## config.mk

```make
export PLATFORM = sky130hd
export DESIGN_NAME = thsh_cfg
export DESIGN_NICKNAME = d
export VERILOG_FILES = /design/src/rtl/thsh_pkg.sv /design/src/rtl/thsh_cfg.sv
export SDC_FILE = /design/constraint.sdc
export NUM_CORES = 1
export LEC_CHECK = 0
export BUFFER_PORTS_ARGS = -buffer_cell sky130_fd_sc_hd__buf_2
export CORE_MARGIN = 3
export CORE_UTILIZATION = 35
export DETAILED_ROUTE_END_ITERATION = 8
export PLACE_DENSITY = 0.7
export SLEW_MARGIN = 30
export SYNTH_ARGS = -nofsm -noshare
export SYNTH_HDL_FRONTEND = slang
export SYNTH_SLANG_ARGS = --single-unit
```

## constraint.sdc

```tcl
create_clock -name i_clk -period 4.2 [get_ports i_clk]
set_input_delay 0.63 -clock i_clk [delete_from_list [all_inputs] [get_ports i_clk]]
set_output_delay 0.63 -clock i_clk [all_outputs]
set_load 0.02 [all_outputs]
```

## src/rtl/thsh_pkg.sv

```systemverilog
// Shared types, widths and constants for the terrain texel shader.
// No dependencies; every other file in the block imports this package.
`default_nettype none

package thsh_pkg;

    // Field and datapath widths
    localparam int H_W     = 8;           // raw height sample
    localparam int S_W     = 16;          // Q8.8 spacing and scale
    localparam int COL_W   = 32;          // ARGB color word
    localparam int CH_W    = 8;           // one color channel
    localparam int NUM_CH  = COL_W / CH_W;
    localparam int KD_W    = S_W + H_W;   // scale * |height difference|
    localparam int SQ_W    = 2 * S_W;     // spacing squared
    localparam int KD2_W   = 2 * KD_W;    // (scale * diff) squared
    localparam int D_W     = KD2_W + 2;   // sum of the three squares
    localparam int Q_W     = SQ_W + 1;    // quotient, at most 2^32
    localparam int R_W     = Q_W + 1;     // square root work width
    localparam int C_W     = 16;          // Q0.16 cosine
    localparam int ROOT_STEPS = (Q_W + 1) / 2;
    localparam int NUM_BANDS  = 6;

    // Register indexes on the config port
    typedef logic [2:0] t_reg_idx;
    localparam t_reg_idx REG_CELL_SPACING = 3'd0;
    localparam t_reg_idx REG_HEIGHT_SCALE = 3'd1;
    localparam t_reg_idx REG_COLOR_BAND0  = 3'd2;

    // Register reset values
    localparam logic [S_W-1:0]   SPACING_RST = 16'd256;
    localparam logic [S_W-1:0]   SCALE_RST   = 16'd256;
    localparam logic [COL_W-1:0] BAND_RST    = 32'h0000_0000;
    localparam logic [COL_W-1:0] TOP_BAND_RST = 32'hFFFF_FFFF;

    // Height band limits (exclusive upper bounds)
    localparam logic [H_W-1:0] BAND_LIM0 = 8'd43;
    localparam logic [H_W-1:0] BAND_LIM1 = 8'd85;
    localparam logic [H_W-1:0] BAND_LIM2 = 8'd128;
    localparam logic [H_W-1:0] BAND_LIM3 = 8'd170;
    localparam logic [H_W-1:0] BAND_LIM4 = 8'd213;

    localparam logic [C_W-1:0]  COS_MAX   = 16'hFFFF;
    localparam logic [KD_W-1:0] ROUND_HALF = 24'd32768;

    typedef logic [2:0] t_band;
    typedef logic [NUM_BANDS-1:0][COL_W-1:0] t_band_colors;

    // Configuration register file contents
    typedef struct packed {
        logic [S_W-1:0] spacing;
        logic [S_W-1:0] scale;
        t_band_colors   band_color;
    } t_cfg;

    // Side information that travels with each word down the pipeline
    typedef struct packed {
        logic  zero;    // spacing is zero: cosine forced to zero
        t_band band;
    } t_side;

    // Pick the color band from the raw height
    function automatic t_band band_of(input logic [H_W-1:0] h);
        t_band b;
        if (h < BAND_LIM0)      b = 3'd0;
        else if (h < BAND_LIM1) b = 3'd1;
        else if (h < BAND_LIM2) b = 3'd2;
        else if (h < BAND_LIM3) b = 3'd3;
        else if (h < BAND_LIM4) b = 3'd4;
        else                    b = 3'd5;
        return b;
    endfunction

endpackage

`default_nettype wire

```

## src/rtl/thsh_cfg.sv

```systemverilog
// Configuration register file: spacing, height scale and six band colors.
// Depends on thsh_pkg.
`default_nettype none

module thsh_cfg
    import thsh_pkg::*;
(
    input  wire logic             i_clk,
    input  wire logic             i_rst_n,
    input  wire logic             i_we,
    input  wire t_reg_idx         i_idx,
    input  wire logic [COL_W-1:0] i_data,
    output t_cfg                  o_cfg
);

    t_cfg     r_cfg;
    t_reg_idx w_band_sel;

    // band registers sit at consecutive indexes after the scale
    assign w_band_sel = i_idx - REG_COLOR_BAND0;

    always_ff @(posedge i_clk) begin
        if (!i_rst_n) begin
            r_cfg.spacing    <= SPACING_RST;
            r_cfg.scale      <= SCALE_RST;
            r_cfg.band_color <= {TOP_BAND_RST, {(NUM_BANDS-1){BAND_RST}}};
        end else if (i_we) begin
            case (i_idx)
                REG_CELL_SPACING: begin
                    r_cfg.spacing <= i_data[S_W-1:0];
                end
                REG_HEIGHT_SCALE: begin
                    r_cfg.scale <= i_data[S_W-1:0];
                end
                default: begin
                    r_cfg.band_color[w_band_sel] <= i_data;
                end
            endcase
        end
    end

    assign o_cfg = r_cfg;

endmodule

`default_nettype wire

```

==> impl.org <==
** Die
- Die Outline Area :: 25800 µm²
- Die width :: 160 µm
- The floorplan has 55 rows.
- During I/O placement, the number of pins put on the boundary was 262.
- Die outline height :: 160 µm
- For this configuration, the core starts out at a cell density of 36.2%.
- Floorplan Core Area :: 23100 µm²

** Clocking
- Clock sink total :: 224
- TritonCTS built the clock tree.
- Clock network latency to the later pin of the worst-skew pair :: 0.49 ns
- Clock Tree Buf Depth :: 3
- Clock-pin slew was measured on the worst setup and hold paths at 0.06 ns.
- In this run, CTS created clock tree buffers numbering 24.
- Cell chosen for the clock root :: sky130_fd_sc_hd__clkbuf_16
- In this run the number of H-tree levels came out at 1.
- After clock tree synthesis, the flow added hold-fix buffers numbering 0.
- Buffers added to address setup during post-CTS repair amount to 0.
- # resized after CTS :: 0

** Finish
- Diode count :: 0
- Most frequent cells in the layout :: sky130_fd_sc_hd__buf_2 (260), sky130_fd_sc_hd__mux2i_1 (224), sky130_fd_sc_hd__dfxtp_1 (224), sky130_fd_sc_hd__nand2_1 (222), sky130_fd_sc_hd__nor2b_1 (66)
- Fill cells :: 2199
- Excluding fillers, the count of instances in the completed layout stands at 1371.
- Summing all non-filler instances in the final layout gives an area of 10700 µm².
- Max FFs per register :: 224
- Share of final-layout standard cells stronger than drive strength 1 :: 29.5%
- Post-synthesis to final-layout area growth :: 28.4%
- In the final layout, flip-flops and latches occupy 4480 µm².
- Area occupied by multi-input gates :: 3610 µm²
- Most common library cell in the layout ignoring fill and taps :: sky130_fd_sc_hd__buf_2
- The net count of the finished layout is 1081.

** GRT
- Largest net degree at the start of global routing :: 153
- The via count of the first global-routing pass was 6377.
- The number of antenna violations at the first check in global routing was 0.
- For this run, the total global-route usage over all layers was measured as 17.3%.
- Total congestion overflow after global routing :: 0
- Global-route wire length before repair :: 36.1 mm

** Logic synthesis
- Leading post-synthesis cells by cell area :: sky130_fd_sc_hd__dfxtp_1 (54%), sky130_fd_sc_hd__mux2i_1 (27%), sky130_fd_sc_hd__nand2_1 (10%)
- Post-synthesis cell type with the largest combined area :: sky130_fd_sc_hd__dfxtp_1
- In the synthesized netlist, the number of instances is 806.
- Yosys top cell area share :: 53.7%
- After synthesis the cells add up to 8350 µm².
- Share of the yosys chip area belonging to registers :: 53.7%
- Count of state elements after synthesis :: 224
- The synthesized netlist contains 14 unique library cells.
- Synthesized Nets :: 844
- Yosys warnings :: 0
- After synthesis, the mean cell area works out to 10.4 µm².

** Critical path
- Endpoint of the worst register-to-register path :: o_cfg[36]
- Along the worst path, the maximum fanout reaches 22.
- In this run the critical register-to-register path is launched from o_cfg[36].
- Critical path origin :: i_idx[2]
- The worst setup path is captured at a register.
- The most critical setup path has its endpoint at o_cfg[119].
- Worst path arrival time :: 2.30 ns
- Worst Setup Start Kind :: input port
- STA puts the critical path data required time at 4.56 ns.
- For the worst flop-to-flop path, the logic depth is 2.
- In this run the register-to-register setup slack is 3.52 ns.
- The worst setup path is of the in2reg kind.

** Drt
- DR vias/cell :: 4.66
- After detailed routing, the average wire length per cell comes to 17.0 µm.
- Total number of vias :: 6395
- Count of nets left with antenna violations after detail routing :: 0
- For this run, design rule violations remaining after detail routing come to 0.
- Before antenna repair, the detailed router went through 4 iterations.
- DRC marker count from the first detailed-route iteration :: 349
- The final layout contains routed wiring with a total length of 23.3 mm.

** Timing
- For this run, the top clock speed supported by timing is 516 MHz.
- Fin Clk Skew :: 0 ns
- Headroom to the max-slew limit came out at 30.0%.
- The total count of max-transition violations in the final report is 0.
- Period utilization :: 46.1%
- Final hold violation count :: 0
- At the pin with the least slew margin, the transition time is 1.04 ns.
- Setup repair after global routing left no endpoint under its margin.
- Fin crit period :: 1.94 ns
- Accumulated negative setup slack :: 0 ns
- Setup violators final :: 0

** Hold path
- The tightest min-delay check is of the in2reg type.
- The worst hold path passes through 3 cells.

** Pwr
- Power per Cell Area :: 439 nW/µm²
- Lkg Pwr :: 0.00551 µW
- Across the VDD grid, the largest voltage drop is 0.299 mV.

** Placement
- Summing all placed instances gives a cell area of 9890 µm².
- Routability Congestion :: 0.786
- HPWL reported at the end of detailed placement :: 15.6 mm
- Placed Cells :: 1329
- Buffers placed on the I/O ports in this run total 261.

** Status
- Run status :: finished clean

** Run
- Max-cap violations in this run came to 0.
## area by class of cell
cell class	count	area share, %
sequential	224	41.8
multi-input combinational	521	33.7
timing repair buffer	272	13.3
clock buffer	34	6.52
tap	313	3.65
clock inverter	7	1.05
## power breakdown
| group | internal, µW | switching [µW] | total, µW |
|---|---|---|---|
| registers | 2170 | 25.0 | 2200 |
| logic | 115 | 220 | 335 |
| clock network | 1340 | 841 | 2180 |
| total | 3620 | 1090 | 4710 |
## logic make-up (layout without fill, tap and decap cells)
logic type	after synthesis	in the layout	synth area share [%]
multiplexers	224	224	26.8
flip-flops	224	224	53.7
AND/OR/NAND/NOR	297	297	16.0
buffers and inverters	61	313	3.45
## critical path, stage by stage
cell and delay [ns]:
sky130_fd_sc_hd__buf_2 0.20, sky130_fd_sc_hd__nand4b_1 0.71, sky130_fd_sc_hd__buf_4 0.56, sky130_fd_sc_hd__mux2i_1 0.18
## Yosys cell counts (all sizes together)
cell	n
and4	1
buf	33
clkbuf	28
dfxtp	224
mux2i	224
nand2	222
nand4b	3
nand4bb	2
nor2b	66
nor4bb	2
or4b	1
## routing by layer
layer  routed length [µm]  global-route usage, %
met1                10100                   21.7
met2                10900                   29.1
met3                 1720                   4.87
met4                  558                   4.62
met5                    0                      0
## worst min-delay path by stage
stage	slack, ns	end	from
global placement	0.44	o_cfg[25]	o_cfg[25]
global route	0.39	o_cfg[177]	i_data[17]
detailed placement	0.45	o_cfg[192]	o_cfg[192]
CTS	0.38	o_cfg[167]	i_data[7]
floorplan	0.53	o_cfg[0]	o_cfg[0]
finish	0.41	o_cfg[177]	i_data[17]
## metrics by stage
stage / setup slack [ns] / total power (µW) / hold WS [ns] / utilization [%]
2_1_floorplan: 2.41 / 2460 / 0.533 / -
3_3_place_gp: 1.79 / 2580 / 0.441 / 42.9
3_5_place_dp: 1.72 / 2580 / 0.447 / 42.9
4_1_cts: 2.27 / 4760 / 0.384 / 46.4
5_1_grt: 2.12 / 4880 / 0.392 / 46.5
6_report: 2.26 / 4710 / 0.408 / 46.5
Power figures use the tool's default switching activity.
