`src/rtl/thsh_pkg.sv`:
```
// Shared types, widths and constants for the terrain texel shader.
// No dependencies; every other file in the block imports this package.
`default_nettype none

package thsh_pkg;

    // Field and datapath widths
    localparam int H_W     = 8;           // raw height sample
    localparam int S_W     = 16;          // Q8.8 spacing and scale
    localparam int COL_W   = 32;          // ARGB color word
    localparam int CH_W    = 8;           // one color channel
    localparam int NUM_CH  = COL_W / CH_W;
    localparam int KD_W    = S_W + H_W;   // scale * |height difference|
    localparam int SQ_W    = 2 * S_W;     // spacing squared
    localparam int KD2_W   = 2 * KD_W;    // (scale * diff) squared
    localparam int D_W     = KD2_W + 2;   // sum of the three squares
    localparam int Q_W     = SQ_W + 1;    // quotient, at most 2^32
    localparam int R_W     = Q_W + 1;     // square root work width
    localparam int C_W     = 16;          // Q0.16 cosine
    localparam int ROOT_STEPS = (Q_W + 1) / 2;
    localparam int NUM_BANDS  = 6;

    // Register indexes on the config port
    typedef logic [2:0] t_reg_idx;
    localparam t_reg_idx REG_CELL_SPACING = 3'd0;
    localparam t_reg_idx REG_HEIGHT_SCALE = 3'd1;
    localparam t_reg_idx REG_COLOR_BAND0  = 3'd2;

    // Register reset values
    localparam logic [S_W-1:0]   SPACING_RST = 16'd256;
    localparam logic [S_W-1:0]   SCALE_RST   = 16'd256;
    localparam logic [COL_W-1:0] BAND_RST    = 32'h0000_0000;
    localparam logic [COL_W-1:0] TOP_BAND_RST = 32'hFFFF_FFFF;

    // Height band limits (exclusive upper bounds)
    localparam logic [H_W-1:0] BAND_LIM0 = 8'd43;
    localparam logic [H_W-1:0] BAND_LIM1 = 8'd85;
    localparam logic [H_W-1:0] BAND_LIM2 = 8'd128;
    localparam logic [H_W-1:0] BAND_LIM3 = 8'd170;
    localparam logic [H_W-1:0] BAND_LIM4 = 8'd213;

    localparam logic [C_W-1:0]  COS_MAX   = 16'hFFFF;
    localparam logic [KD_W-1:0] ROUND_HALF = 24'd32768;

    typedef logic [2:0] t_band;
    typedef logic [NUM_BANDS-1:0][COL_W-1:0] t_band_colors;

    // Configuration register file contents
    typedef struct packed {
        logic [S_W-1:0] spacing;
        logic [S_W-1:0] scale;
        t_band_colors   band_color;
    } t_cfg;

    // Side information that travels with each word down the pipeline
    typedef struct packed {
        logic  zero;    // spacing is zero: cosine forced to zero
        t_band band;
    } t_side;

    // Pick the color band from the raw height
    function automatic t_band band_of(input logic [H_W-1:0] h);
        t_band b;
        if (h < BAND_LIM0)      b = 3'd0;
        else if (h < BAND_LIM1) b = 3'd1;
        else if (h < BAND_LIM2) b = 3'd2;
        else if (h < BAND_LIM3) b = 3'd3;
        else if (h < BAND_LIM4) b = 3'd4;
        else                    b = 3'd5;
        return b;
    endfunction

endpackage

`default_nettype wire

```
`src/rtl/thsh_front.sv`:
```
// Front end: band select, height differences and the squared-length sum.
// Four register stages of subtract, multiply and add. Depends on thsh_pkg.
`default_nettype none

module thsh_front
    import thsh_pkg::*;
(
    input  wire logic            i_clk,
    input  wire logic            i_rst_n,
    input  wire logic            i_en,
    input  wire logic            i_valid,
    input  wire logic [H_W-1:0]  i_here,
    input  wire logic [H_W-1:0]  i_right,
    input  wire logic [H_W-1:0]  i_below,
    input  wire logic [S_W-1:0]  i_spacing,
    input  wire logic [S_W-1:0]  i_scale,
    output logic                 o_valid,
    output t_side                o_side,
    output logic [SQ_W-1:0]      o_s2,
    output logic [D_W-1:0]       o_d
);

    logic             r1_v, r2_v, r3_v, r4_v;
    t_side            r1_side, r2_side, r3_side, r4_side;
    logic [H_W-1:0]   r1_ab, r1_ac;
    logic [KD_W-1:0]  r2_kb, r2_kc;
    logic [SQ_W-1:0]  r2_s2, r3_s2, r4_s2;
    logic [KD2_W-1:0] r3_kb2, r3_kc2;
    logic [D_W-1:0]   r4_d;
    t_side            w_side;

    assign w_side.zero = (i_spacing == '0);
    assign w_side.band = band_of(i_here);

    // valid bits
    always_ff @(posedge i_clk) begin
        if (!i_rst_n) begin
            r1_v <= 1'b0;
            r2_v <= 1'b0;
            r3_v <= 1'b0;
            r4_v <= 1'b0;
        end else if (i_en) begin
            r1_v <= i_valid;
            r2_v <= r1_v;
            r3_v <= r2_v;
            r4_v <= r3_v;
        end
    end

    always_ff @(posedge i_clk) begin
        if (i_en) begin
            // stage 1: absolute height differences
            r1_side <= w_side;
            r1_ab   <= (i_right >= i_here) ? i_right - i_here : i_here - i_right;
            r1_ac   <= (i_below >= i_here) ? i_below - i_here : i_here - i_below;
            // stage 2: scale the differences, square the spacing
            r2_side <= r1_side;
            r2_kb   <= KD_W'(i_scale) * KD_W'(r1_ab);
            r2_kc   <= KD_W'(i_scale) * KD_W'(r1_ac);
            r2_s2   <= SQ_W'(i_spacing) * SQ_W'(i_spacing);
            // stage 3: square the scaled differences
            r3_side <= r2_side;
            r3_kb2  <= KD2_W'(r2_kb) * KD2_W'(r2_kb);
            r3_kc2  <= KD2_W'(r2_kc) * KD2_W'(r2_kc);
            r3_s2   <= r2_s2;
            // stage 4: squared length of the normal
            r4_side <= r3_side;
            r4_d    <= D_W'(r3_s2) + D_W'(r3_kb2) + D_W'(r3_kc2);
            r4_s2   <= r3_s2;
        end
    end

    assign o_valid = r4_v;
    assign o_side  = r4_side;
    assign o_s2    = r4_s2;
    assign o_d     = r4_d;

endmodule

`default_nettype wire

```
`config.mk`:
```
export PLATFORM = sky130hd
export DESIGN_NAME = thsh_front
export DESIGN_NICKNAME = d
export VERILOG_FILES = /design/src/rtl/thsh_pkg.sv /design/src/rtl/thsh_front.sv
export SDC_FILE = /design/constraint.sdc
export NUM_CORES = 2
export LEC_CHECK = 0
export BUFFER_PORTS_ARGS = -buffer_cell sky130_fd_sc_hd__buf_4
export CAP_MARGIN = 20
export CORE_AREA = 2 2 406 408
export DETAILED_ROUTE_END_ITERATION = 12
export DIE_AREA = 0 0 408 410
export SETUP_SLACK_MARGIN = 0.5
export SLEW_MARGIN = 25
export SYNTH_ARGS = -nofsm -noshare
export SYNTH_HDL_FRONTEND = slang
export SYNTH_SLANG_ARGS = --single-unit
```
`constraint.sdc`:
```
create_clock -name i_clk -period 6.8 [get_ports i_clk]
set_clock_uncertainty 0.15 [all_clocks]
set_input_delay 1.02 -clock i_clk [delete_from_list [all_inputs] [get_ports i_clk]]
set_output_delay 1.02 -clock i_clk [all_outputs]
set_load 0.01 [all_outputs]
```
==> results.ini <==
[logic_synthesis]
synth-seq-cells = 321
synth_warnings = 0
ys_dominant_reg_cell = edfxtp_1
synth_edf_count = 317
ys_seq_area_share_pct = 15.60
syn_area_per_cell_um2 = 9.872
synthArstFlopShare_pct = 0
synth_area_mm2 = 0.06155
ys_types = 72
synthCells = 6235

[sta]
finalCritPeriodShare_pct = 104.3
rsz0062_at_grt = yes
final_max_slew_viol_count = 0
setup_tns_ns = -4.296
finalHoldViolCount = 0
slew_headroom_pct = 28.06
max_freq_mhz = 141.0
finalWorstSetupSlack_ns = -0.2929
min_period_ns = 7.093
setup_viol = 30
timing.hold.ws_ns = 0.2671
tightest_slew_ns = 1.071

[clocking]
ctsHoldBuffers = 0
insertion_delay_ns = 0.59
cts_made_buffers = 38
h-tree-depth = 2
cts_sinks = 321
path_clk_slew_ns = 0.07
cts-root-buf = clkbuf_16
clockBufferDepth = 3
cts_tree = done

[place]
dpl_cell_area_mm2 = 0.07053
dp.final_hpwl_um = 130800
port_buffers = 145
gp_congestion = 0.8911

[global_route]
grt_pass1_vias = 48490
grt_antenna_before_repair = 12
grt_start_max_net_pins = 121
gr-usage-all-layers_pct = 19.16
grt_pass1_wl_um = 254400
overflow = 0

[floorplanning]
dieArea_mm2 = 0.1673
die_w_um = 408
core-area_mm2 = 0.1635
pin_count = 147
die_y_um = 410
rows = 149
initial_utilization_pct = 37.65

[route]
top_layer = met5
routed-wl-met2_um = 76560
drcViolationCount = 0
drt.antenna.violating_nets = 0
drtIter0Drc = 2369
vias = 44300
detail_route.wl_per_cell_um = 17.06
via_per_inst = 4.817
wirelength_um = 157000
drtPass1Iterations = 5
wirelength_met1_um = 65690
dr_wl_met3_um = 8640

[cells_and_area]
final_layout_size_suffix_gt1_share_pct = 19.86
syn2layout_area_growth_pct = 21.77
final_core_util_pct = 45.84
final_cell_area_mm2 = 0.07495
nets = 8885

[critical_path]
slowest_stage = fa_1
rrSetupSlack_ns = -0.29
crit_top_cell = fa_1
arrival_ns = 7.27
crit_type = reg -> reg
critical-path-max-stage-delay_ns = 0.54
end_kind = flop
start_kind = flop
required_ns = 6.97
cp_max_fo = 6

[flow_run]
maxCapViolCount = 0

[outcome]
violations = setup timing
status = complete, but fails checks

[min_path]
hold_class = reg -> reg

[worst paths after layout]
| path | end | depth (start not counted) | startpoint |
|---|---|---|---|
| setup / recovery | r3_kc2[46] | 29 | r2_kc[1] |
| hold / removal | r2_side[1] | 0 | r1_side[1] |
| hold reg to reg | r2_side[1] | 0 | r1_side[1] |
| setup reg to reg | r3_kc2[46] | 29 | r2_kc[1] |
[stage by stage]
stage	setup slack, ns	std cells
2_1_floorplan	0.06904	6238
3_3_place_gp	-0.4326	9006
3_5_place_dp	-0.5338	9006
4_1_cts	-0.2522	9154
5_1_grt	-0.5689	9197
6_report	-0.2929	9198
[cells in the mapped netlist (4+ instances only)]
cell | count | area (µm²)
a2111oi_0 | 5 | 43.79
a211o_1 | 4 | 35.03
a211oi_1 | 21 | 157.7
a21boi_0 | 4 | 30.03
a21o_1 | 107 | 803.3
a21oi_1 | 200 | 1001
a31o_2 | 6 | 52.55
a31oi_1 | 25 | 156.4
and2_1 | 405 | 2534
and3_1 | 20 | 125.1
and4_1 | 5 | 43.79
clkbuf_1 | 171 | 641.9
dfxtp_1 | 4 | 80.08
edfxtp_1 | 317 | 9519
fa_1 | 1212 | 24260
ha_1 | 632 | 7908
inv_1 | 1628 | 6111
mux2_2 | 7 | 78.83
mux2i_1 | 17 | 170.2
nand2_1 | 598 | 2245
nand2b_1 | 30 | 187.7
nand3_1 | 35 | 175.2
nand4_1 | 30 | 187.7
nand4b_1 | 4 | 35.03
nor2_1 | 158 | 593.1
nor2b_1 | 51 | 319.1
nor3_1 | 21 | 105.1
nor4_1 | 7 | 43.79
o211ai_1 | 12 | 90.09
o21a_1 | 25 | 187.7
o21ai_0 | 105 | 525.5
o21ai_1 | 5 | 25.02
o21bai_1 | 30 | 225.2
o31ai_1 | 16 | 120.1
o41ai_1 | 5 | 43.79
or2_2 | 12 | 75.07
or3_1 | 9 | 56.30
or4_1 | 5 | 37.54
xnor2_1 | 146 | 1279
xor2_1 | 85 | 744.5
[worst max-delay path, delay by kind of cell (launching register included)]
kind	cells	cell delay [ns]
AND/OR/NAND/NOR	3	0.36
buffers and inverters	11	0.99
adder cells (fa/ha/maj)	8	3.71
XOR/XNOR	1	0.13
AO/OA/AOI/OAI	6	0.97
flip-flops	1	0.53
[area by class of cell]
| cell class | instances | area (µm²) |
|---|---|---|
| Clock inverter | 27 | 365.4 |
| Multi-Input combinational cell | 4114 | 47330 |
| Timing Repair Buffer | 878 | 7848 |
| Tap cell | 2189 | 2739 |
| Inverter | 1628 | 6111 |
| Fill cell | 15390 | 88550 |
| Sequential cell | 321 | 9599 |
| Clock buffer | 40 | 958.4 |
| Antenna cell | 1 | 2.502 |
[cell usage in the layout (no fill, tap or decap), types with 29 or more instances in the layout]
cell type	n
ha_1	590
and2_4	31
fa_1	1169
ha_4	34
nand2b_1	29
xnor2_1	138
fa_2	43
buf_6	98
clkbuf_16	40
o21ai_0	68
inv_2	68
inv_1	1560
a21o_1	107
a21oi_2	41
nor2b_1	50
edfxtp_1	317
buf_4	709
and2_1	374
nand2_1	538
xor2_1	78
nand2_2	43
buf_12	62
a21oi_1	146
nor2_1	140
nand4_1	30
[sequential cells by signal, indices dropped and copies added (netlist names)]
register and cells:
o_valid 1, r2_kb 24, r2_kc 24, r3_side 4, o_side 4, r3_v 1
r2_s2 31, r2_side 4, r3_kc2 47, r3_s2 31, r1_v 1, r3_kb2 47
o_s2 31, r2_v 1, o_d 50, r1_ab 8, r1_side 4, r1_ac 8
[cells by family (layout without fill, tap and decap cells)]
family	Yosys count	after routing	share of synthesized area, %
xor+xnor	231	231	3.287
simple gates	1397	1397	11.08
buf+inv	1803	2573	11.00
compound gates	614	614	6.351
mux	24	24	0.4045
flops	321	321	15.60
fa+ha+maj	1844	1844	52.27
other cells	1	5	0.006093
[what timing repair did]
action | 4_1_cts | 5_1_grt
buffers inserted | 79 | 41
gates resized for setup | 236 | 263
cloned | 2 | 2
endpoints found under the setup margin | 61 | 81
pin swaps | 145 | 156
[routing by layer]
metal | track usage [%] | vias to the layer above
met4 | 6.411 | 10
met1 | 24.53 | 22610
met5 | 0 | -
li1 | - | 20510
met2 | 32.76 | 945
met3 | 3.307 | 234
Power is not shown: default switching activity piles up to over one toggle a cycle in this logic, so the estimate is an artifact.
