<file path="config.mk">
export PLATFORM = sky130hd
export DESIGN_NAME = thsh_isqrt
export DESIGN_NICKNAME = d
export VERILOG_FILES = /design/src/rtl/thsh_pkg.sv /design/src/rtl/thsh_isqrt.sv
export SDC_FILE = /design/constraint.sdc
export NUM_CORES = 1
export LEC_CHECK = 0
export BUFFER_PORTS_ARGS = -buffer_cell sky130_fd_sc_hd__clkbuf_2
export CAP_MARGIN = 20
export CORE_MARGIN = 10
export CORE_UTILIZATION = 40
export CTS_CLUSTER_DIAMETER = 100
export DETAILED_ROUTE_END_ITERATION = 10
export GPL_TIMING_DRIVEN = 0
export HOLD_SLACK_MARGIN = 0.08
export PLACE_DENSITY = 0.55
export SLEW_MARGIN = 20
export SYNTH_ARGS = -nofsm -noshare
export SYNTH_HDL_FRONTEND = slang
export SYNTH_SLANG_ARGS = --single-unit
</file>
<file path="constraint.sdc">
create_clock -name i_clk -period 7.5 [get_ports i_clk]
set_input_delay 0.375 -clock i_clk [delete_from_list [all_inputs] [get_ports i_clk]]
set_output_delay 0.375 -clock i_clk [all_outputs]
set_load 0.005 [all_outputs]
</file>
<file path="src/rtl/thsh_pkg.sv">
// Shared types, widths and constants for the terrain texel shader.
// No dependencies; every other file in the block imports this package.
`default_nettype none

package thsh_pkg;

    // Field and datapath widths
    localparam int H_W     = 8;           // raw height sample
    localparam int S_W     = 16;          // Q8.8 spacing and scale
    localparam int COL_W   = 32;          // ARGB color word
    localparam int CH_W    = 8;           // one color channel
    localparam int NUM_CH  = COL_W / CH_W;
    localparam int KD_W    = S_W + H_W;   // scale * |height difference|
    localparam int SQ_W    = 2 * S_W;     // spacing squared
    localparam int KD2_W   = 2 * KD_W;    // (scale * diff) squared
    localparam int D_W     = KD2_W + 2;   // sum of the three squares
    localparam int Q_W     = SQ_W + 1;    // quotient, at most 2^32
    localparam int R_W     = Q_W + 1;     // square root work width
    localparam int C_W     = 16;          // Q0.16 cosine
    localparam int ROOT_STEPS = (Q_W + 1) / 2;
    localparam int NUM_BANDS  = 6;

    // Register indexes on the config port
    typedef logic [2:0] t_reg_idx;
    localparam t_reg_idx REG_CELL_SPACING = 3'd0;
    localparam t_reg_idx REG_HEIGHT_SCALE = 3'd1;
    localparam t_reg_idx REG_COLOR_BAND0  = 3'd2;

    // Register reset values
    localparam logic [S_W-1:0]   SPACING_RST = 16'd256;
    localparam logic [S_W-1:0]   SCALE_RST   = 16'd256;
    localparam logic [COL_W-1:0] BAND_RST    = 32'h0000_0000;
    localparam logic [COL_W-1:0] TOP_BAND_RST = 32'hFFFF_FFFF;

    // Height band limits (exclusive upper bounds)
    localparam logic [H_W-1:0] BAND_LIM0 = 8'd43;
    localparam logic [H_W-1:0] BAND_LIM1 = 8'd85;
    localparam logic [H_W-1:0] BAND_LIM2 = 8'd128;
    localparam logic [H_W-1:0] BAND_LIM3 = 8'd170;
    localparam logic [H_W-1:0] BAND_LIM4 = 8'd213;

    localparam logic [C_W-1:0]  COS_MAX   = 16'hFFFF;
    localparam logic [KD_W-1:0] ROUND_HALF = 24'd32768;

    typedef logic [2:0] t_band;
    typedef logic [NUM_BANDS-1:0][COL_W-1:0] t_band_colors;

    // Configuration register file contents
    typedef struct packed {
        logic [S_W-1:0] spacing;
        logic [S_W-1:0] scale;
        t_band_colors   band_color;
    } t_cfg;

    // Side information that travels with each word down the pipeline
    typedef struct packed {
        logic  zero;    // spacing is zero: cosine forced to zero
        t_band band;
    } t_side;

    // Pick the color band from the raw height
    function automatic t_band band_of(input logic [H_W-1:0] h);
        t_band b;
        if (h < BAND_LIM0)      b = 3'd0;
        else if (h < BAND_LIM1) b = 3'd1;
        else if (h < BAND_LIM2) b = 3'd2;
        else if (h < BAND_LIM3) b = 3'd3;
        else if (h < BAND_LIM4) b = 3'd4;
        else                    b = 3'd5;
        return b;
    endfunction

endpackage

`default_nettype wire

</file>
<file path="src/rtl/thsh_isqrt.sv">
// Pipelined integer square root of the quotient, one root bit per stage.
// Digit-by-digit method with a fixed starting bit. Depends on thsh_pkg.
`default_nettype none

module thsh_isqrt
    import thsh_pkg::*;
(
    input  wire logic           i_clk,
    input  wire logic           i_rst_n,
    input  wire logic           i_en,
    input  wire logic           i_valid,
    input  wire t_side          i_side,
    input  wire logic [Q_W-1:0] i_quo,
    output logic                o_valid,
    output t_side               o_side,
    output logic [R_W-1:0]      o_root
);

    logic           w_v    [ROOT_STEPS+1];
    t_side          w_side [ROOT_STEPS+1];
    logic [R_W-1:0] w_res  [ROOT_STEPS+1];
    logic [R_W-1:0] w_x    [ROOT_STEPS];

    assign w_v[0]    = i_valid;
    assign w_side[0] = i_side;
    assign w_res[0]  = '0;
    assign w_x[0]    = R_W'(i_quo);

    genvar j;
    generate
        for (j = 0; j < ROOT_STEPS; j++) begin : g_step
            localparam logic [R_W-1:0] STEP_BIT =
                {{(R_W-1){1'b0}}, 1'b1} << (2 * (ROOT_STEPS - 1 - j));

            logic [R_W-1:0] w_sum;
            logic           w_ge;
            logic           r_v;
            t_side          r_side;
            logic [R_W-1:0] r_res;

            assign w_sum = w_res[j] + STEP_BIT;
            assign w_ge  = (w_x[j] >= w_sum);

            always_ff @(posedge i_clk) begin
                if (!i_rst_n) begin
                    r_v <= 1'b0;
                end else if (i_en) begin
                    r_v <= w_v[j];
                end
            end

            always_ff @(posedge i_clk) begin
                if (i_en) begin
                    r_side <= w_side[j];
                    r_res  <= w_ge ? (w_res[j] >> 1) + STEP_BIT : (w_res[j] >> 1);
                end
            end

            assign w_v[j+1]    = r_v;
            assign w_side[j+1] = r_side;
            assign w_res[j+1]  = r_res;

            // the radicand remainder is dead after the last step
            if (j < ROOT_STEPS - 1) begin : g_carry
                logic [R_W-1:0] r_x;

                always_ff @(posedge i_clk) begin
                    if (i_en) begin
                        r_x <= w_ge ? w_x[j] - w_sum : w_x[j];
                    end
                end

                assign w_x[j+1] = r_x;
            end
        end
    endgenerate

    assign o_valid = w_v[ROOT_STEPS];
    assign o_side  = w_side[ROOT_STEPS];
    assign o_root  = w_res[ROOT_STEPS];

endmodule

`default_nettype wire

</file>
==> results of run 1 <==
-- registers in the layout, summed over array words and instances (netlist names) --
signal	flops
g_step.r_side	64
g_step.g_carry.r_x	544
g_step.r_v	16
o_valid	1
g_step.r_res	136
o_root	17
o_side	4
-- stage by stage --
step                      setup slack (ns)  instance area [µm²]  std cells  hold WS, ns
after floorplan                       4.74                35900       2703        0.400
after global placement               -6.93                37600       3929        0.400
after detailed placement              3.73                37900       3937        0.405
after CTS                             3.69                41000       4128        0.310
after global routing                  3.53                41000       4128        0.347
final                                 3.69                41000       4128        0.344
-- power by group --
group	switching [mW]	internal, mW	leakage [nW]
Clock	1.70	2.38	1.30
Sequential	0.301	5.40	7.48
Combinational	0.963	0.732	6.56
Total	2.97	8.52	15.3
-- cell usage after synthesis (16+ instances only) --
cell,n,area share
a21oi_1,131,0.018
inv_1,202,0.021
clkbuf_1,23,0.0024
nor4b_1,17,0.0042
nand3_1,29,0.0041
xnor2_1,110,0.027
nor2_1,172,0.018
a21o_1,40,0.0084
nor4_1,75,0.013
xor2_1,100,0.024
edfxtp_1,765,0.64
o31ai_1,16,0.0034
mux2i_1,25,0.0070
a211oi_1,24,0.0050
nand2b_1,35,0.0061
buf_4,18,0.0038
mux2_2,28,0.0088
or3_1,31,0.0054
or4_1,23,0.0048
ha_1,166,0.058
o21a_1,31,0.0065
nor2b_1,37,0.0065
nand2_1,130,0.014
nor3_1,80,0.011
o21ai_0,111,0.016
dfxtp_1,17,0.0095
nand4_1,36,0.0063
-- per-layer routing --
layer / global-route usage / vias up
met3: 0.0247 / 190
li1: - / 10500
met2: 0.281 / 354
met4: 0.0686 / 0
met5: 0 / -
met1: 0.138 / 10200
-- worst min-delay path by stage --
stage                                      endpoint  cells after the start  slack, ns                 from
after global placement          g_step[8].r_side[3]                      0       0.40  g_step[7].r_side[3]
after floorplan                g_step[10].r_side[0]                      0       0.40  g_step[9].r_side[0]
after CTS                 g_step[5].g_carry.r_x[29]                      1       0.31                 i_en
after detailed placement        g_step[4].r_side[3]                      0       0.40  g_step[3].r_side[3]
final                     g_step[5].g_carry.r_x[32]                      1       0.34                 i_en
after global routing      g_step[5].g_carry.r_x[32]                      1       0.35                 i_en
-- cell type report --
class | instances | share of cell area
buffer | 59 | 0.00763
clock buffer | 105 | 0.0548
clock inverter | 47 | 0.0122
inverter | 204 | 0.0187
multi-input combinational | 1658 | 0.280
sequential | 782 | 0.569
tap | 1165 | 0.0356
timing repair buffer | 108 | 0.0226
-- cell families (layout without fill, tap and decap cells) --
family                     count (synthesis)  in the layout  synth area share
and+or+nand+nor                          751            751             0.112
AOI/OAI and AO/OA                        459            459            0.0811
muxes                                     53             53            0.0158
buffers and inverters                    263            523            0.0301
DFF                                      782            782             0.651
xor gates and xnor gates                 210            210            0.0514
other                                      1             19          0.000105
adders and majority gates                166            166            0.0580
-- timing repair --
item	in CTS	in global routing
gates resized for setup	0	0
hold buffers	39	0
hold endpoints to repair	45	0
==> metrics, run 1 <==
outcome=finished clean; wire length on met3=2.13 mm; Multi-input gate area=around 11,000 µm²; Worst Path Required=7.87 ns; layout cell share with drive strength beyond 1=0.0921; post-CTS setup buffers=0; met2 routed WL=40.5 mm; Synth Instances=2,685; clock skew=0.0205 ns; Worst-Margin Slew=1.06 ns; die span in x=319 µm; Via-to-Cell Ratio=5.14; H-tree depth=3; Rel. slew slack=0.273; most common cell after layout, fill and taps aside=edfxtp_1; Sequential Area=23,300 µm²; global route overflow=0; Nets=3,106; Worst R2R Path Depth=8; WP data arrival=4.18 ns; R2R Path End=g_step[12].g_carry.r_x[21]; Total GRT Usage=0.141; Max Slew Vio Count=0; Crit path depth=8; register area share after synthesis=0.651; Design Power=11.5 mW; setup_tns=0 ns; PwrDens=280 nW/µm²; R2R Setup Slk=roughly 3.7 ns; ant diodes=0; Largest stage delay, worst path=0.87 ns; IO buf count=61; initial antenna violation count=0; post-DP HPWL=53.6 mm; clk_lat worst skew=0.63 ns; GPL Wtd Cong=roughly 1.0; Final Hold Vio Count=0; CTS buffer count=86; Post-synth EDFFs=765; largest net degree at the start of global routing=105; max_cap viols=0; full die area=102,000 µm²; most frequent cells in the layout=edfxtp_1, inv_1, nor2_1; M1 wire length=26.8 mm; row cnt=~110; Initial Utilization=0.404; CTS root buffer=clkbuf_16; # IOs=80; top_reg_cell synth=edfxtp_1; Reg clk slew, reported paths=0.06 ns; synth unique cells=77; CTS tree=done; worst setup path endpoint=g_step[12].g_carry.r_x[21]; WL/cell=about 18 µm; highest metal used=met4; delay-heaviest family, CP=compound AO/OA/AOI/OAI gates; Final setup viols=0; Slowest cell on crit path=o21bai_1; wirelength, routed=72.6 mm; Syn Area/Cell=approximately 13 µm²; Seq cells post-synth=782; Num Clock Sinks=slightly below 800; ANT nets after route=0; P_leak=15.3 nW; Max Freq=about 260 MHz; Setup crit start kind=flip-flop; Core Region=88,600 µm²; DRC Markers=0; die height=319 µm; routed via count=21,200; Setup crit start=g_step[11].g_carry.r_x[10]; Setup CP Type=flip-flop to flip-flop; top fanout value on the critical path=10; initial DRC count=~900; RR Startpoint=g_step[11].g_carry.r_x[10]; Cell Chain, Critical Path=ha_1 -> nor2b_1 -> o31ai_1 -> a21oi_1 -> o21ai_0 -> o21bai_1 -> buf_2 -> mux2_2; Async S/R FF share, synth=0; first-pass GRT wire length=about 120 mm; post-layout util=0.462; Clock Path Buffers=3; Synth Cell Area=35,800 µm²; minimum clock period=approximately 3.8 ns; fill cell count=7,862; type of the worst min-delay path=input pin to flip-flop; fraction of the cycle the final worst path needs=0.508; Ys Warns=0; vias in the first global route=22,700; DRT Pass-1 Iters=5; VDD IR max=0.206 mV; CP bufs+invs=1; RSZ-0062 raised after global routing=no; Worst setup EP type=flip-flop; layout overhead on the synthesized area=14.5%
(Power assumes the default switching activity.)
==> inputs of run 2 (changes only) <==
clock period = 3.53 ns   (was 7.5 ns; I/O delays follow)
==> run 2 against run 1 <==
  * Critical path depth is 1 higher
  * Count of clock-buffer cells in the layout unchanged
  * Routed wire length is 0.21% lower
  * Design area grew 0.17%
  * Sequential share of layout area is 0.097 points lower
  * Power up 110%
  * Global-route usage is essentially flat
  * Sequential cell count is the same
  * Clock power grew 110%
  * First-iteration DRC count up 2.2%
  * Non-clock buffer count is 1 higher
  * Critical path type unchanged
  * Critical endpoint is now g_step[10].g_carry.r_x[20]
  * Largest cell class unchanged
==> metrics, run 2 (synthesis results as in run 1) <==
VDD IR max=0.439 mV (+110%); fraction of the cycle the final worst path needs=0.953 (+0.444); IO buf count=61 (unchanged); Cell Chain, Critical Path=ha_1 -> nand4_1 -> nor3_1 -> nand4b_1 -> o211a_1 -> nand2_1 -> clkbuf_1 -> clkbuf_2 -> a21oi_1; DP Worst Slack=-0.244 ns (-3.97 ns); RSZ-0062 raised after global routing=no; clock skew=0.0204 ns (-0.0000321 ns); CTS buffer count=86 (unchanged); Nets=3,107 (+0.032%); vias in the first global route=22,700 (+0.071%); Initial Utilization=0.404 (unchanged); first-pass GRT wire length=117 mm (about the same); GPL Wtd Cong=1.01 (unchanged); top fanout value on the critical path=10 (unchanged); Post-Layout Inst Area=41,100 µm² (+0.17%); Top Registers=g_step.g_carry.r_x x544, g_step.r_res x136, g_step.r_side x64; initial DRC count=921 (+2.2%); outcome=finished clean; Worst-Margin Slew=0.845 ns (-0.219 ns); row cnt=109 (unchanged); layout cell share with drive strength beyond 1=0.0951 (+0.00301); CTS root buffer=clkbuf_16; Max Freq=297 MHz (+13%); setup_tns=0 ns (unchanged); WP data arrival=3.73 ns (-0.45 ns); Slowest cell on crit path=nor3_1; setup ws final=0.166 ns (-3.52 ns); Rel. slew slack=0.432 (+0.160); DRT Pass-1 Iters=5 (unchanged); Final Hold Vio Count=0 (unchanged); PwrDens=594 nW/µm² (+110%); Min Hold Slack=0.151 ns (-0.193 ns); die span in x=319 µm (unchanged); type of the worst min-delay path=input pin to flip-flop; Clock Path Buffers=3 (unchanged); routed via count=21,200 (-0.0094%); number of flip-flops in the largest register=544 (unchanged); CTS tree=done; minimum clock period=3.36 ns (-0.450 ns); post-CTS setup buffers=0 (unchanged); Setup crit start kind=flip-flop; Largest Register=g_step.g_carry.r_x; H-tree depth=3 (unchanged); Worst Path Required=3.89 ns (-3.98 ns); largest net degree at the start of global routing=105 (unchanged); ant diodes=0 (unchanged); layout overhead on the synthesized area=14.7%; full die area=102,000 µm² (unchanged); initial antenna violation count=0 (unchanged); most frequent cells in the layout=edfxtp_1, inv_1, nor2_1; die height=319 µm (unchanged); Layout Cells excl Fill=4,129 (+0.024%); most common cell after layout, fill and taps aside=edfxtp_1; WL/cell=17.6 µm (-0.23%); # IOs=80 (unchanged); Setup CP Type=flip-flop to flip-flop; Num Clock Sinks=782 (unchanged); DRC Markers=0 (unchanged); max_cap viols=0 (unchanged); Total GRT Usage=0.141 (about the same); P_leak=15.4 nW (+0.19%); clk_lat worst skew=0.63 ns (about the same); global route overflow=0 (unchanged); dpl cells=3,937 (unchanged); Final setup viols=0 (unchanged); Via-to-Cell Ratio=5.14 (about the same); post-DP HPWL=53.6 mm (unchanged); Largest stage delay, worst path=0.48 ns (-0.39 ns); Max Slew Vio Count=0 (unchanged); ANT nets after route=0 (unchanged); placed instance area=37,900 µm² (unchanged); wirelength, routed=72.5 mm (-0.21%); Worst setup EP type=flip-flop; Core Region=88,600 µm² (unchanged); Reg clk slew, reported paths=0.06 ns (about the same)
[run 2: changes by cell type in the layout (fill, tap and decap cells not counted), sizes merged]
cell	delta
clkbuf	+2
buf	-2
dlygate4sd3	+1
[run 2: worst paths after layout]
path	from	to	slack (ns)	cells past startpoint
worst max register to register	g_step[9].g_carry.r_x[23]	g_step[10].g_carry.r_x[20]	0.17	9
worst max-delay path	g_step[9].g_carry.r_x[23]	g_step[10].g_carry.r_x[20]	0.17	9
worst min-delay path	i_en	g_step[5].g_carry.r_x[32]	0.15	1
worst min register to register	g_step[1].r_side[2]	g_step[2].r_side[2]	0.42	0
[run 2: routing by layer]
layer  GRT usage  part of all wire  up-vias
li1            -                 -    10500
met1       0.138              0.36    10200
met2       0.281              0.56      392
met3      0.0248             0.031      189
met4      0.0687             0.044        0
met5           0                 0        -
[run 2: worst max-delay path: cells and delay by family (launching register included)]
family,cells,cell delay [ns]
buffers and inverters,2,0.74
DFF,1,0.39
and+or+nand+nor,4,1.13
adders and majority gates,1,0.44
AOI/OAI and AO/OA,2,0.39
[run 2: area by class of cell]
cell class	count	area, µm²
plain buffers	59	317
clock buffers	105	2240
clock inverters	47	499
fillers	7852	47600
inverters	204	766
multi-input cells	1658	11500
flip-flops and latches	782	23300
well taps	1165	1460
repair buffers	109	935
[run 2: power breakdown]
group	switching, mW	total, mW	internal (mW)	leakage (nW)
sequential	0.642	12.1	11.5	7.48
combinational	2.05	3.61	1.56	6.59
clock	3.61	8.68	5.06	1.30
[run 2: repair_timing]
item | in CTS | in global routing
endpoints found under the hold margin | 54 | 0
gates resized for setup | 6 | 8
hold buffers | 40 | 0
cloned | 0 | 0
endpoints found under the setup margin | 36 | 30
[run 2: per-stage QoR]
stage	power, mW	utilization
after global routing	25.6	0.463
after detailed placement	15.9	0.427
after CTS	24.7	0.463
final	24.4	0.463
after floorplan	14.7	-
after global placement	16.0	0.425
